`src/mtld_pkg.sv`:
```
package mtld_pkg;

  // Fixed widths of the node ids and of the distance values on the ports.
  localparam int NODE_W = 32;
  localparam int DATA_W = 32;

  // Defaults for the top-level parameters.
  localparam int MAX_DEPTH_DEF = 255;
  localparam int NODE_BITS_DEF = 32;

  // Reset value of the no-path distance register.
  localparam logic [DATA_W-1:0] NO_PATH_RESET = '1;

  // One position of both labels, as held in the input register.
  typedef struct packed {
    logic              a_present;
    logic [NODE_W-1:0] a_node;
    logic              b_present;
    logic [NODE_W-1:0] b_node;
    logic              tree_end;
    logic              query_end;
  } item_t;

  // What the tree tracker hands to the best-distance stage for one item.
  typedef struct packed {
    logic              close;
    logic              qend;
    logic              hit;
    logic              ovf;
    logic [DATA_W-1:0] tree_dist;
    logic [NODE_W-1:0] anc;
  } tree_close_t;

endpackage

```
`src/mtld_in_reg.sv`:
```
module mtld_in_reg
  import mtld_pkg::*;
(
  input  logic  clk,
  input  logic  rst,
  input  logic  in_valid,
  output logic  in_stall,
  input  item_t in_item,
  input  logic  out_free,
  output item_t item,
  output logic  go
);

  logic valid;

  // An item that ends a query can only move on when the result register is free.
  assign go       = valid && (!item.query_end || out_free);
  assign in_stall = valid && !go;

  always_ff @(posedge clk) begin
    if (rst) begin
      valid <= 1'b0;
    end else if (!in_stall) begin
      valid <= in_valid;
    end
  end

  always_ff @(posedge clk) begin
    if (in_valid && !in_stall) begin
      item <= in_item;
    end
  end

endmodule

```
`src/mtld_tree.sv`:
```
module mtld_tree
  import mtld_pkg::*;
#(
  parameter int MAX_DEPTH = MAX_DEPTH_DEF,
  parameter int NODE_BITS = NODE_BITS_DEF
)
(
  input  logic        clk,
  input  logic        rst,
  input  logic        go,
  input  item_t       item,
  output tree_close_t tc
);

  localparam int CNT_W = $clog2(MAX_DEPTH + 1);
  localparam int CMP_W = (NODE_BITS < NODE_W) ? NODE_BITS : NODE_W;
  localparam logic [CNT_W-1:0] CNT_MAX = CNT_W'(MAX_DEPTH);

  logic             still_matching;
  logic [CNT_W-1:0] prefix_count;
  logic [CNT_W-1:0] length_a;
  logic [CNT_W-1:0] length_b;
  logic [CMP_W-1:0] tree_ancestor;

  logic             match;
  logic [CNT_W-1:0] prefix_count_next;
  logic [CNT_W-1:0] length_a_next;
  logic [CNT_W-1:0] length_b_next;
  logic [CMP_W-1:0] tree_ancestor_next;
  logic [CNT_W:0]   dist_sum;

  always_comb begin
    match = still_matching && item.a_present && item.b_present &&
            (item.a_node[CMP_W-1:0] == item.b_node[CMP_W-1:0]);

    length_a_next = length_a;
    if (item.a_present && (length_a < CNT_MAX)) begin
      length_a_next = length_a + CNT_W'(1);
    end
    length_b_next = length_b;
    if (item.b_present && (length_b < CNT_MAX)) begin
      length_b_next = length_b + CNT_W'(1);
    end

    prefix_count_next  = prefix_count;
    tree_ancestor_next = tree_ancestor;
    if (match) begin
      if (prefix_count < CNT_MAX) begin
        prefix_count_next = prefix_count + CNT_W'(1);
      end
      tree_ancestor_next = item.a_node[CMP_W-1:0];
    end

    // The prefix never exceeds either length, so this cannot go negative.
    dist_sum = {1'b0, length_a_next} + {1'b0, length_b_next} -
               {prefix_count_next, 1'b0};

    tc.close     = item.tree_end || item.query_end;
    tc.qend      = item.query_end;
    tc.hit       = (prefix_count_next != '0);
    tc.ovf       = (item.a_present && (length_a >= CNT_MAX)) ||
                   (item.b_present && (length_b >= CNT_MAX));
    tc.tree_dist = DATA_W'(dist_sum);
    tc.anc       = NODE_W'(tree_ancestor_next);
  end

  always_ff @(posedge clk) begin
    if (rst) begin
      still_matching <= 1'b1;
      prefix_count   <= '0;
      length_a       <= '0;
      length_b       <= '0;
      tree_ancestor  <= '0;
    end else if (go) begin
      if (tc.close) begin
        still_matching <= 1'b1;
        prefix_count   <= '0;
        length_a       <= '0;
        length_b       <= '0;
        tree_ancestor  <= '0;
      end else begin
        still_matching <= match;
        prefix_count   <= prefix_count_next;
        length_a       <= length_a_next;
        length_b       <= length_b_next;
        tree_ancestor  <= tree_ancestor_next;
      end
    end
  end

endmodule

```
`src/mtld_best.sv`:
```
module mtld_best
  import mtld_pkg::*;
(
  input  logic              clk,
  input  logic              rst,
  input  logic              cfg_wr_en,
  input  logic [DATA_W-1:0] cfg_wr_data,
  input  logic              go,
  input  tree_close_t       tc,
  output logic              out_free,
  output logic              out_valid,
  input  logic              out_stall,
  output logic [DATA_W-1:0] distance,
  output logic [NODE_W-1:0] ancestor_node,
  output logic              ancestor_valid,
  output logic              depth_overflow
);

  logic [DATA_W-1:0] no_path_distance;
  logic [DATA_W-1:0] best_distance;
  logic [NODE_W-1:0] best_ancestor;
  logic              best_found;
  logic              overflow_seen;

  logic [DATA_W-1:0] bound;
  logic              take;
  logic [DATA_W-1:0] best_distance_next;
  logic [NODE_W-1:0] best_ancestor_next;
  logic              best_found_next;
  logic              overflow_seen_next;

  // Until a tree is taken the bound is the live no-path register, so a
  // register write is seen without copying it into the running best.
  always_comb begin
    bound              = best_found ? best_distance : no_path_distance;
    take               = tc.close && tc.hit && (tc.tree_dist < bound);
    best_distance_next = take ? tc.tree_dist : bound;
    best_ancestor_next = take ? tc.anc : best_ancestor;
    best_found_next    = best_found || take;
    overflow_seen_next = overflow_seen || tc.ovf;
  end

  assign out_free = !out_valid || !out_stall;

  always_ff @(posedge clk) begin
    if (rst) begin
      no_path_distance <= NO_PATH_RESET;
    end else if (cfg_wr_en) begin
      no_path_distance <= cfg_wr_data;
    end
  end

  always_ff @(posedge clk) begin
    if (rst) begin
      best_found    <= 1'b0;
      overflow_seen <= 1'b0;
      best_ancestor <= '0;
    end else if (go) begin
      if (tc.qend) begin
        best_found    <= 1'b0;
        overflow_seen <= 1'b0;
        best_ancestor <= '0;
      end else begin
        best_found    <= best_found_next;
        overflow_seen <= overflow_seen_next;
        best_ancestor <= best_ancestor_next;
      end
    end
  end

  always_ff @(posedge clk) begin
    if (go) begin
      best_distance <= best_distance_next;
    end
  end

  always_ff @(posedge clk) begin
    if (rst) begin
      out_valid <= 1'b0;
    end else if (go && tc.qend) begin
      out_valid <= 1'b1;
    end else if (!out_stall) begin
      out_valid <= 1'b0;
    end
  end

  always_ff @(posedge clk) begin
    if (go && tc.qend) begin
      distance       <= best_distance_next;
      ancestor_node  <= best_found_next ? best_ancestor_next : '0;
      ancestor_valid <= best_found_next;
      depth_overflow <= overflow_seen_next;
    end
  end

`ifndef SYNTHESIS
  a_no_overwrite: assert property (@(posedge clk) disable iff (rst)
    (out_valid && out_stall) |-> !(go && tc.qend))
    else $error("result register overwritten while stalled");

  a_result_loaded: assert property (@(posedge clk) disable iff (rst)
    (go && tc.qend) |=> out_valid)
    else $error("query end did not produce a result");

  a_anc_zero: assert property (@(posedge clk) disable iff (rst)
    (out_valid && !ancestor_valid) |-> (ancestor_node == '0))
    else $error("ancestor nonzero without a qualifying tree");

  a_found_below_bound: assert property (@(posedge clk) disable iff (rst)
    (go && take) |=> (best_found || out_valid))
    else $error("taken tree lost before query end");
`endif

endmodule

```
`src/multi_tree_label_distance_top.sv`:
```
// Multi-tree label distance estimator.
// Input channel (in_valid / in_stall): one beat per label position. Each beat
// carries the element of both root-to-node labels at that depth, tree_end on
// the last position of a tree, and query_end on the last position of the last
// tree of a query. Output channel (out_valid / out_stall): one beat per query,
// with the smallest label distance over all trees that share a root prefix,
// that tree's lowest common ancestor, and an overflow flag for over-long labels.
// cfg_wr_en / cfg_wr_data write the no-path distance; write it between queries.
// Throughput is one input beat per cycle while no query_end beat waits for a
// stalled result register. A beat is captured in the input register, and from
// there the tree counters and the running best are updated from it in a single
// pass; the result of a query_end beat is loaded into the output register in
// that same update, which waits until the output register is free.
// When the receiver stalls, the result register holds its beat. Positions that
// do not end a query keep flowing; the next query_end beat waits in the input
// register, and in_stall is raised only then.
// Synchronous reset clears all tree and query state, empties both registers
// and sets the no-path distance to all ones.
module multi_tree_label_distance_top
  import mtld_pkg::*;
#(
  parameter int MAX_DEPTH = MAX_DEPTH_DEF,
  parameter int NODE_BITS = NODE_BITS_DEF
)
(
  input  logic              clk,
  input  logic              rst,
  input  logic              cfg_wr_en,
  input  logic [DATA_W-1:0] cfg_wr_data,
  input  logic              in_valid,
  output logic              in_stall,
  input  logic              a_present,
  input  logic [NODE_W-1:0] a_node,
  input  logic              b_present,
  input  logic [NODE_W-1:0] b_node,
  input  logic              tree_end,
  input  logic              query_end,
  output logic              out_valid,
  input  logic              out_stall,
  output logic [DATA_W-1:0] distance,
  output logic [NODE_W-1:0] ancestor_node,
  output logic              ancestor_valid,
  output logic              depth_overflow
);

  item_t       in_item;
  item_t       item;
  logic        go;
  logic        out_free;
  tree_close_t tc;

  always_comb begin
    in_item.a_present = a_present;
    in_item.a_node    = a_node;
    in_item.b_present = b_present;
    in_item.b_node    = b_node;
    in_item.tree_end  = tree_end;
    in_item.query_end = query_end;
  end

  // Input register: holds a query_end beat until the result register is free; other beats pass on.
  mtld_in_reg u_in_reg (
    .clk      (clk),
    .rst      (rst),
    .in_valid (in_valid),
    .in_stall (in_stall),
    .in_item  (in_item),
    .out_free (out_free),
    .item     (item),
    .go       (go)
  );

  // Per-tree prefix and length counters; closes a tree on tree_end or query_end.
  mtld_tree #(
    .MAX_DEPTH (MAX_DEPTH),
    .NODE_BITS (NODE_BITS)
  ) u_tree (
    .clk  (clk),
    .rst  (rst),
    .go   (go),
    .item (item),
    .tc   (tc)
  );

  // Running best over the trees of a query and the result register.
  mtld_best u_best (
    .clk            (clk),
    .rst            (rst),
    .cfg_wr_en      (cfg_wr_en),
    .cfg_wr_data    (cfg_wr_data),
    .go             (go),
    .tc             (tc),
    .out_free       (out_free),
    .out_valid      (out_valid),
    .out_stall      (out_stall),
    .distance       (distance),
    .ancestor_node  (ancestor_node),
    .ancestor_valid (ancestor_valid),
    .depth_overflow (depth_overflow)
  );

endmodule
```
`config.mk`:
```
export PLATFORM = sky130hd
export DESIGN_NAME = multi_tree_label_distance_top
export DESIGN_NICKNAME = d
export VERILOG_FILES = /design/src/mtld_pkg.sv /design/src/mtld_in_reg.sv /design/src/mtld_tree.sv /design/src/mtld_best.sv /design/src/multi_tree_label_distance_top.sv
export SDC_FILE = /design/constraint.sdc
export NUM_CORES = 1
export LEC_CHECK = 0
export BUFFER_PORTS_ARGS = -buffer_cell sky130_fd_sc_hd__buf_2
export CORE_MARGIN = 5
export CORE_UTILIZATION = 57
export DETAILED_ROUTE_END_ITERATION = 8
export PLACE_DENSITY = 0.84
export SYNTH_ARGS = -nofsm -noshare
export SYNTH_HDL_FRONTEND = slang
export SYNTH_SLANG_ARGS = --single-unit
```
`constraint.sdc`:
```
create_clock -name clk -period 8.45 [get_ports clk]
set_input_delay 0.845 -clock clk [delete_from_list [all_inputs] [get_ports clk]]
set_output_delay 0.845 -clock clk [all_outputs]
set_load 0.005 [all_outputs]
```
==> results.ini, run 1 <==
[clocking]
cts.path.max_buffers=3
cts_tree=yes
cts.clk_slew.worst_paths_ns=0.06
numCtsBuffers=29
cts-root-buf=clkbuf_16
cts_sinks=291
postCtsSetupBuffers=0
cts_hold_buffers=0
h-tree-depth=1
clock_latency_ns=0.56
ctsResizeCount=0

[route]
drc_errors=0
ant_nets=0
via_per_inst=5.66
dr.pass1.iters=5
wl_per_cell_um=18.1
wl_mm=27.4
drt_iter0_drc=564
vias=8568

[floorplanning]
core-area_um2=21800
die_w_um=158
die_area_um2=25100
start_util=0.576
rows=54
die_h_um=158
ios=173

[status]
status=finished, final reports clean

[placement]
gp_congestion=0.870
place_hpwl_mm=18.9
portBuffers=172

[global_routing]
grt_overflow=0
antenna_found_initial=0
grt_use_total=0.216
grt_pass1_vias=8232
grt_max_degree=95
grt_pass1_wl_mm=43.4

[logic_synthesis]
syn_area_per_cell_um2=11.9
ys_seq_area_frac=0.597
synth.distinct_cells=61
synth_top_area_share=0.397
synth_warnings=0
async_reset_ff_frac=0
synth_flop_cell=edfxtp_1
syn-num-nets=1189
synth_top_area_cell=edfxtp_1
synth_edf_count=166
syn_area_um2=12500
syn_inst=1058
synth_area_leaders=edfxtp_1 40%, dfxtp_1 20%, mux2i_1 8.2%
ys_seq_elements=291

[power_and_ir_drop]
cellLeakagePower_nw=5.25
peakVddDrop_mv=0.194
cellPowerDensity_nw_per_um2=204

[sta]
fin_crit_sh=0.919
fin_setup_tns_ns=0
whs_ns=0.451
grt_setup_unrepaired=no
worstMarginPinSlew_ns=1.08
relSlewSlack=0.280
report.final.slew_viol_count=0
setup_viol_count_final=0
max_clock_freq_mhz=129
worst_clock_skew_ns=0.0138
hold_viol=0
period_needed_ns=7.77

[worst_setup_path]
endpoint_kind=flop
path_buf_inv=2
path_max_fanout=33
slowest_delay_ns=0.72
worstSetupPathType=reg2reg
critPathRequiredTime_ns=8.91
critPathArrivalTime_ns=8.23
cp-start-kind=flop
crit_slowest_cell=nand3_2
crit_family=simple AND/OR/NAND/NOR gates
path_cells=xor2_1 -> or4_1 -> or4b_1 -> or4_1 -> nor2_4 -> mux2_2 -> fa_1 -> inv_1 -> ha_1 -> a21oi_1 -> o21ai_0 -> a21oi_1 -> xnor2_1 -> inv_1 -> ha_1 -> a21o_1 -> a21o_1 -> a211oi_1 -> a211oi_1 -> nor2_1 -> o31a_2 -> nand3_2 -> o22ai_1

[finish]
area_growth_pct=15.8
drive_gt1_frac=0.208
fill_cells=1631
finalNetCount=1342
antenna_cells=0

[min_path]
hold_path.class=reg2reg

[run]
maxCapViolations=0

==> worst register-to-register path: stages (launching register included) <==
cell	delay, ns
edfxtp_1	0.43
xor2_1	0.19
or4_1	0.52
or4b_1	0.56
or4_1	0.69
nor2_4	0.24
mux2_2	0.39
fa_1	0.54
inv_1	0.04
ha_1	0.32
a21oi_1	0.23
o21ai_0	0.11
a21oi_1	0.22
xnor2_1	0.17
inv_1	0.08
ha_1	0.32
a21o_1	0.18
a21o_1	0.17
a211oi_1	0.29
a211oi_1	0.19
nor2_1	0.13
o31a_2	0.54
nand3_2	0.74
o22ai_1	0.38
==> Yosys cell counts (all sizes together), types with 22 or more instances <==
cell type,instances
xor2,39
mux2i,103
nor2b,36
a22oi,41
nand2,62
clkbuf,46
edfxtp,166
o22ai,33
dfxtp,125
inv,57
a211o,32
nor4,22
nor2,110
==> kinds of logic after synthesis <==
group           synth area share
compound gates            0.0941
xor+xnor                  0.0412
fa+ha+maj                 0.0301
buf+inv                   0.0394
flops                      0.597
mux                       0.0840
simple gates               0.114
==> placed cells by master, fill, tap and decap left out, types with 4 or more instances in the layout <==
master / count
nor2b_1: 36
and3_1: 5
xnor2_1: 20
nand2_1: 62
nor4_1: 20
xor2_1: 39
a22oi_1: 41
clkbuf_16: 29
ha_1: 19
nand4_1: 9
buf_2: 172
nand2b_1: 5
a21oi_1: 20
inv_1: 57
nand3_1: 12
clkinv_1: 5
mux2i_1: 103
o22ai_1: 33
nor2_1: 98
dfxtp_1: 124
fa_1: 7
buf_4: 12
a211o_1: 32
o21ai_0: 12
edfxtp_1: 166
nor3_1: 9
clkinv_2: 9
o21ai_1: 4
nor2_2: 10
==> path summary, 6_finish.rpt <==
path | cells after the start | start | slack [ns] | end
worst max-delay path | 23 | u_in_reg.item[63]$_DFFE_PP_ | 0.68 | u_best.best_ancestor[30]$_SDFFE_PP0P_
worst min-delay path | 2 | u_best.best_ancestor[30]$_SDFFE_PP0P_ | 0.45 | u_best.best_ancestor[30]$_SDFFE_PP0P_
worst max register to register | 23 | u_in_reg.item[63]$_DFFE_PP_ | 0.68 | u_best.best_ancestor[30]$_SDFFE_PP0P_
worst min register to register | 2 | u_best.best_ancestor[30]$_SDFFE_PP0P_ | 0.45 | u_best.best_ancestor[30]$_SDFFE_PP0P_
==> area by class of cell <==
type	instances	area, µm²	area share
inverters	57	214	0.0147
clock buffers	32	747	0.0514
well taps	280	350	0.0241
repair buffers	184	951	0.0655
multi-input cells	648	4590	0.316
flip-flops and latches	291	7490	0.516
clock inverters	21	178	0.0122
==> metal layers <==
layer	GRT usage	share of wire	vias to the layer above
li1	-	-	4123
met1	0.292	0.42	4112
met2	0.366	0.48	295
met3	0.0408	0.069	38
met4	0.0532	0.023	0
met5	0	0	-
==> sequential cells by signal, indices dropped and copies added, names as in the netlist, 8 cells and up <==
name                     flops
u_tree.prefix_count          8
u_in_reg.item               68
u_best.ancestor_node        32
u_tree.length_b              8
u_best.best_distance        32
u_best.distance             32
u_best.no_path_distance     32
u_tree.tree_ancestor        32
u_tree.length_a              8
u_best.best_ancestor        32
==> per-stage QoR <==
| step | instance area (µm²) | total power, mW | utilization | setup WS [ns] | cells |
|---|---|---|---|---|---|
| 2_1_floorplan | 12500 | 1.69 | - | 2.15 | 1058 |
| 3_3_place_gp | 13600 | 1.75 | 0.625 | 1.05 | 1460 |
| 3_5_place_dp | 13600 | 1.76 | 0.625 | 0.807 | 1460 |
| 4_1_cts | 14500 | 2.99 | 0.667 | 0.689 | 1513 |
| 5_1_grt | 14500 | 3.07 | 0.667 | 0.172 | 1513 |
| 6_report | 14500 | 2.97 | 0.667 | 0.685 | 1513 |
==> power by group <==
group	switching, mW	leakage, nW	internal (mW)
Clock	0.537	0.454	0.702
Combinational	0.0912	2.23	0.0608
Sequential	0.0299	2.57	1.55
Total	0.658	5.25	2.31
(Power assumes the default switching activity.)
==> inputs of run 2 (changes only) <==
--- a/config.mk
+++ b/config.mk
@@ -8,7 +8,7 @@
 export BUFFER_PORTS_ARGS = -buffer_cell sky130_fd_sc_hd__buf_2
 export CORE_MARGIN = 5
-export CORE_UTILIZATION = 57
+export CORE_UTILIZATION = 50
 export DETAILED_ROUTE_END_ITERATION = 8
-export PLACE_DENSITY = 0.84
+export PLACE_DENSITY = 0.76
 export SYNTH_ARGS = -nofsm -noshare
 export SYNTH_HDL_FRONTEND = slang
==> constraint.sdc (replaced) <==
create_clock -name clk -period 8.45 [get_ports clk]
set_input_delay 2.1125 -clock clk [delete_from_list [all_inputs] [get_ports clk]]
set_output_delay 2.1125 -clock clk [all_outputs]
set_load 0.005 [all_outputs]
==> run 2 against run 1 <==
  * Utilization fell by 7.5 points
  * Sequential cell count did not move
  * Die area rose by 13%
  * Register-to-register slack improved by 0.30 ns
  * Clock power rose by 19%
  * Combinational power barely moved
  * Worst setup slack improved by 0.30 ns
  * Maximum frequency rose by 4.1%
==> results.ini, run 2 (synthesized netlist as in run 1, its figures left out) <==
[sta]
setup_ws_ns=0.988  ; +0.303 ns
fin_crit_sh=0.883  ; -0.0359
grt_setup_unrepaired=no
worst_clock_skew_ns=0.0180  ; +0.00424 ns
period_needed_ns=7.46  ; -0.303 ns
fin_setup_tns_ns=0  ; unchanged
relSlewSlack=0.283  ; +0.00291
setup_viol_count_final=0  ; unchanged
max_clock_freq_mhz=134  ; +4.1%
hold_viol=0  ; unchanged
whs_ns=0.460  ; +0.00915 ns
worstMarginPinSlew_ns=1.08  ; -0.00436 ns
report.final.slew_viol_count=0  ; unchanged

[global_routing]
grt_pass1_vias=8664  ; +5.2%
antenna_found_initial=0  ; unchanged
grt_max_degree=94  ; -1.1%
grt_overflow=0  ; unchanged
grt_use_total=0.196  ; -0.0203
grt_pass1_wl_mm=45.6  ; +5.1%

[clocking]
ctsResizeCount=0  ; unchanged
cts.clk_slew.worst_paths_ns=0.06  ; about the same
cts.path.max_buffers=3  ; unchanged
clock_latency_ns=0.56  ; about the same
cts-root-buf=clkbuf_16
cts_tree=yes
cts_hold_buffers=0  ; unchanged
numCtsBuffers=30  ; +3.4%
postCtsSetupBuffers=0  ; unchanged
cts_sinks=291  ; unchanged
h-tree-depth=1  ; unchanged

[floorplanning]
core-area_um2=25000  ; +15%
ios=173  ; unchanged
start_util=0.502  ; -0.0741
die_w_um=168  ; +6.3%
die_h_um=168  ; +6.3%
die_area_um2=28400  ; +13%
rows=58  ; +7.4%

[placement]
gp_congestion=0.846  ; -2.8%
post-place-ws_ns=1.02  ; +0.217 ns
portBuffers=172  ; unchanged
dpl.cell_count=1510  ; +3.4%
place_hpwl_mm=18.9  ; +0.22%

[finish]
area_growth_pct=18.0
finalNetCount=1343  ; +0.075%
largest_reg_flops=68  ; unchanged
final_common_cell=buf_2
fill_cells=2027  ; +24%
drive_gt1_frac=0.214  ; +0.00516
stdcell_count=1566  ; +3.5%
antenna_cells=0  ; unchanged
largest_register=u_in_reg.item
final_cell_mix=172 x buf_2, 166 x edfxtp_1, 124 x dfxtp_1

[worst_setup_path]
r2r_end=u_best.distance[10]$_DFFE_PP_
regToRegSetupSlack_ns=0.99  ; +0.30 ns
critPathRequiredTime_ns=8.69  ; -0.22 ns
r2r_start=u_in_reg.item[63]$_DFFE_PP_
path_max_fanout=71  ; +120%
worstRegToRegCells=23  ; unchanged
cp-start-kind=flop
critPathArrivalTime_ns=7.71  ; -0.52 ns
endpoint_kind=flop
worstSetupPathType=reg2reg

[route]
highest_layer=met4
wl_per_cell_um=18.0  ; -0.70%
ant_nets=0  ; unchanged
via_per_inst=5.47  ; -3.4%
wl_met1_mm=12.3  ; +6.0%
dr.pass1.iters=7  ; +2
wl_met3_mm=1.80  ; -5.3%
vias=8568  ; unchanged
drt_iter0_drc=605  ; +7.3%
wl_mm=28.2  ; +2.8%
drc_errors=0  ; unchanged
met2_length_mm=13.4  ; +1.2%

[min_path]
hold_path.startpoint=u_best.best_ancestor[30]$_SDFFE_PP0P_
hold_depth=2  ; unchanged
whs_endpoint=u_best.best_ancestor[30]$_SDFFE_PP0P_
hold_path.class=reg2reg

[status]
status=finished, final reports clean

[power_and_ir_drop]
peakVddDrop_mv=0.171  ; -12%
cellPowerDensity_nw_per_um2=216  ; +5.8%
cellLeakagePower_nw=5.34  ; +1.8%

[run]
maxCapViolations=0  ; unchanged

-- run 2: cell count changes in the layout (fill, tap and decap cells not counted) --
cell       change
inv_16         -1
and3_2         -1
and3_4         +1
inv_8          -1
clkinv_2       -3
clkbuf_8       +2
bufinv_16      +5
clkinv_4       +2
clkbuf_16      +2
clkinv_1       -4
clkinv_16      +1
-- run 2: worst max-delay path by stage --
stage	start	to	slack [ns]	cells past startpoint
2_1_floorplan	u_in_reg.item[63]$_DFFE_PP_	u_best.best_distance[2]$_DFFE_PP_	2.15	25
3_3_place_gp	u_in_reg.item[63]$_DFFE_PP_	u_best.best_distance[8]$_DFFE_PP_	1.26	24
3_5_place_dp	u_in_reg.item[63]$_DFFE_PP_	u_best.distance[8]$_DFFE_PP_	1.02	24
4_1_cts	u_in_reg.item[63]$_DFFE_PP_	u_best.distance[8]$_DFFE_PP_	0.98	24
5_1_grt	u_in_reg.item[63]$_DFFE_PP_	u_best.distance[8]$_DFFE_PP_	0.56	24
6_report	u_in_reg.item[63]$_DFFE_PP_	u_best.distance[10]$_DFFE_PP_	0.99	23
-- run 2: power breakdown --
group          total [mW]  internal [mW]  switching [mW]
Clock                1.47          0.914           0.555
Sequential           1.58           1.55          0.0302
Combinational       0.152         0.0609          0.0915
-- run 2: cell type report --
| class | instances | area [µm²] | share of cell area |
|---|---|---|---|
| tap | 330 | 413 | 0.0279 |
| clock buffer | 36 | 825 | 0.0557 |
| inverter | 57 | 214 | 0.0145 |
| sequential | 291 | 7490 | 0.506 |
| multi-input combinational | 648 | 4590 | 0.310 |
| clock inverter | 20 | 314 | 0.0212 |
| timing repair buffer | 184 | 951 | 0.0642 |
-- run 2: through the flow --
step	cell area, µm²	utilization	power, mW
2_1_floorplan	12500	-	1.69
3_3_place_gp	13700	0.547	1.75
3_5_place_dp	13700	0.547	1.76
4_1_cts	14800	0.593	3.23
5_1_grt	14800	0.593	3.31
6_report	14800	0.593	3.20
-- run 2: worst max-delay path, stage by stage (launching register included) --
cell,delay (ns)
edfxtp_1,0.43
xor2_1,0.18
or4_1,0.51
or4b_1,0.57
or4_1,0.71
nor2_4,0.24
mux2_2,0.40
fa_1,0.54
inv_1,0.04
ha_1,0.33
a21oi_1,0.19
o21ai_0,0.13
and2_1,0.19
o21ai_0,0.20
nor2b_1,0.19
xnor2_1,0.17
ha_1,0.28
a21o_1,0.16
a211oi_1,0.24
a211oi_1,0.15
nor2_1,0.11
o31a_2,0.16
buf_4,0.78
nor2_1,0.21
-- run 2: metal layers --
layer,global-route usage,vias up
met5,0,-
met4,0.0469,0
met3,0.0362,46
met2,0.332,307
met1,0.263,4085
li1,-,4130
==> inputs of run 3 (changes only) <==
CTS_BUF_LIST = sky130_fd_sc_hd__clkbuf_2 sky130_fd_sc_hd__clkbuf_4 sky130_fd_sc_hd__clkbuf_8   (was unset)
PLACE_DENSITY = 0.75   (was 0.76)
SYNTH_HIERARCHICAL = 1   (was unset)
clock period = 7.9 ns   (was 8.45 ns; I/O delays follow)
==> run 3 against run 2 <==
  * Combinational power grew 31%
  * Clock-buffer cell count grew 39
  * Via count grew 16%
  * Critical endpoint is now u_best/distance[5]$_DFFE_PP_
==> results.ini, run 3 <==
[status]
status=finished, final reports clean

[route]
via_per_inst=5.34  ; -2.4%
wl_per_cell_um=17.5  ; -2.8%
drc_errors=0  ; unchanged
drt_iter0_drc=623  ; +3.0%
ant_nets=0  ; unchanged
dr.pass1.iters=5  ; -2
wl_mm=32.7  ; +16%
vias=9981  ; +16%

[worst_setup_path]
critPathArrivalTime_ns=7.13  ; -0.58 ns
cp-start-kind=flop
critPathRequiredTime_ns=8.28  ; -0.41 ns
worstSetupPathType=reg2reg
endpoint_kind=flop
path_max_fanout=16  ; -77%

[floorplanning]
rows=61  ; +5.2%
start_util=0.507  ; +0.00503
die_w_um=178  ; +5.8%
ios=173  ; unchanged
die_h_um=178  ; +5.8%
core-area_um2=27900  ; +12%
die_area_um2=31700  ; +12%

[global_routing]
grt_pass1_vias=9971  ; +15%
antenna_found_initial=0  ; unchanged
grt_max_degree=69  ; -27%
grt_pass1_wl_mm=51.5  ; +13%
grt_overflow=0  ; unchanged
grt_use_total=0.202  ; +0.00629

[logic_synthesis]
synth_top_area_cell=edfxtp_1
synthMuxAreaShare=0.118  ; +0.0337
synth_compound_area_frac=0.0828  ; -0.0113
yosys.area_share.xor_xnor=0.0347  ; -0.00650
synthTopCellsByCount=166 x edfxtp_1, 159 x nand2_1, 128 x mux2i_1
synth_warnings=6  ; +6
syn_inst=1286  ; +22%
synth_flop_cell=edfxtp_1
yosysMostFrequentCell=edfxtp_1
synth_edf_count=166  ; unchanged
synth_top_area_share=0.353  ; -0.0448
synth.distinct_cells=61  ; unchanged
syn_area_per_cell_um2=11.0  ; -7.3%
synth_area_leaders=edfxtp_1 35%, dfxtp_1 18%, mux2i_1 9.1%
synth-simple-area-share=0.130  ; +0.0157
async_reset_ff_frac=0  ; unchanged
syn_area_um2=14100  ; +13%
ys_seq_area_frac=0.530  ; -0.0673
ys_seq_elements=291  ; unchanged
synthAdderAreaFrac=0.0471  ; +0.0170
synth_top_family_by_area=simple AND/OR/NAND/NOR gates

[clocking]
h-tree-depth=2  ; +1
cts.path.max_buffers=3  ; unchanged
cts-root-buf=clkbuf_8
cts_tree=yes
cts_hold_buffers=0  ; unchanged
postCtsSetupBuffers=0  ; unchanged
numCtsBuffers=49  ; +63%
cts_sinks=291  ; unchanged
clock_latency_ns=0.59  ; +0.03 ns
ctsResizeCount=0  ; unchanged
cts.clk_slew.worst_paths_ns=0.06  ; about the same

[sta]
whs_ns=0.464  ; +0.00389 ns
setup_viol_count_final=0  ; unchanged
period_needed_ns=6.76  ; -0.707 ns
fin_crit_sh=0.855  ; -0.0280
worstMarginPinSlew_ns=1.22  ; +0.142 ns
grt_setup_unrepaired=no
relSlewSlack=0.186  ; -0.0963
setup_ws_ns=1.14  ; +0.157 ns
report.final.slew_viol_count=0  ; unchanged
worst_clock_skew_ns=0.0431  ; +0.0250 ns
max_clock_freq_mhz=148  ; +10%
hold_viol=0  ; unchanged
fin_setup_tns_ns=0  ; unchanged

[placement]
place_hpwl_mm=21.7  ; +15%
portBuffers=172  ; unchanged
dpl.cell_count=1777  ; +18%
post-place-ws_ns=1.18  ; +0.161 ns
gp_congestion=0.806  ; -4.7%
place_area_um2=15200  ; +11%

[finish]
final_cell_mix=171 x buf_2, 166 x edfxtp_1, 159 x nand2_1
drive_gt1_frac=0.236  ; +0.0225
area_growth_pct=15.5
final_cell_area_um2=16300  ; +10%
stdcell_count=1869  ; +19%
antenna_cells=0  ; unchanged
largest_register=u_in_reg/item
largest_reg_flops=68  ; unchanged
finalNetCount=1604  ; +19%
final_common_cell=buf_2

[power_and_ir_drop]
cellPowerDensity_nw_per_um2=204  ; -5.4%
peakVddDrop_mv=0.185  ; +7.8%
cellLeakagePower_nw=5.92  ; +11%

[run]
maxCapViolations=0  ; unchanged

[min_path]
hold_path.class=reg2reg

## run 3: changes by cell type after synthesis, sizes merged, moves of 32 or more
cell / change
a21oi: +72
a22oi: -37
mux2: +32
nand2: +98
nor2: -77
nor2b: +33
o22ai: -32
## run 3: cell type report
type	count	area, µm²
Fill cell	2272	11500
Sequential cell	291	7490
Multi-Input combinational cell	839	5960
Timing Repair Buffer	185	986
Clock buffer	75	938
Tap cell	378	473
Inverter	84	317
Clock inverter	17	156
## run 3: logic make-up (layout without fill, tap and decap cells)
| kind of cell | count (synthesis) | in the layout |
|---|---|---|
| other | 1 | 23 |
| DFF | 291 | 291 |
| AOI/OAI and AO/OA | 182 | 182 |
| muxes | 162 | 162 |
| buffers and inverters | 178 | 361 |
| xor gates and xnor gates | 56 | 56 |
| adders and majority gates | 49 | 49 |
| and+or+nand+nor | 367 | 367 |
## run 3: through the flow
| step | utilization | power (mW) |
|---|---|---|
| detailed placement | 0.547 | 1.91 |
| global route | 0.586 | 3.48 |
| floorplan | - | 1.84 |
| finish | 0.586 | 3.34 |
| global placement | 0.547 | 1.91 |
| CTS | 0.586 | 3.37 |
## run 3: layer usage
layer  part of all wire  routed length (µm)  GRT usage  vias to the layer above
met3              0.065                2140     0.0392                       72
met4              0.034                1110     0.0722                        0
met5                  0                   0          0                        -
met2               0.48               15500      0.338                      345
li1                   -                   -          -                     4778
met1               0.43               13900      0.264                     4786
## run 3: path summary, 6_finish.rpt
kind | startpoint | to | slack [ns] | cells past startpoint
worst min register to register | u_tree/tree_ancestor[25]$_SDFFE_PP0P_ | u_tree/tree_ancestor[25]$_SDFFE_PP0P_ | 0.46 | 2
worst max-delay path | u_in_reg/item[38]$_DFFE_PP_ | u_best/distance[5]$_DFFE_PP_ | 1.14 | 24
worst min-delay path | u_tree/tree_ancestor[25]$_SDFFE_PP0P_ | u_tree/tree_ancestor[25]$_SDFFE_PP0P_ | 0.46 | 2
worst max register to register | u_in_reg/item[38]$_DFFE_PP_ | u_best/distance[5]$_DFFE_PP_ | 1.14 | 24
## run 3: report_power, final
part | switching, mW | total (mW) | internal, mW
clock network | 0.623 | 1.45 | 0.830
registers | 0.0267 | 1.69 | 1.66
logic | 0.122 | 0.199 | 0.0776
## run 3: critical path, stage by stage (launching register included)
cell and delay, ns:
edfxtp_1 0.40, xor2_1 0.16, nor4_1 0.36, nand4_1 0.33, nor4b_4 0.69, mux2_2 0.44, inv_1 0.09, fa_1 0.39
ha_1 0.34, nor2b_1 0.14, o21ai_0 0.23, a21boi_0 0.16, o21ai_0 0.21, a21oi_1 0.10, xor2_1 0.16, xnor2_1 0.15
ha_1 0.22, a21oi_1 0.12, nor2_1 0.05, a211o_1 0.25, a21oi_1 0.14, o31ai_1 0.12, a31oi_4 0.69, buf_4 0.35
mux2i_1 0.27
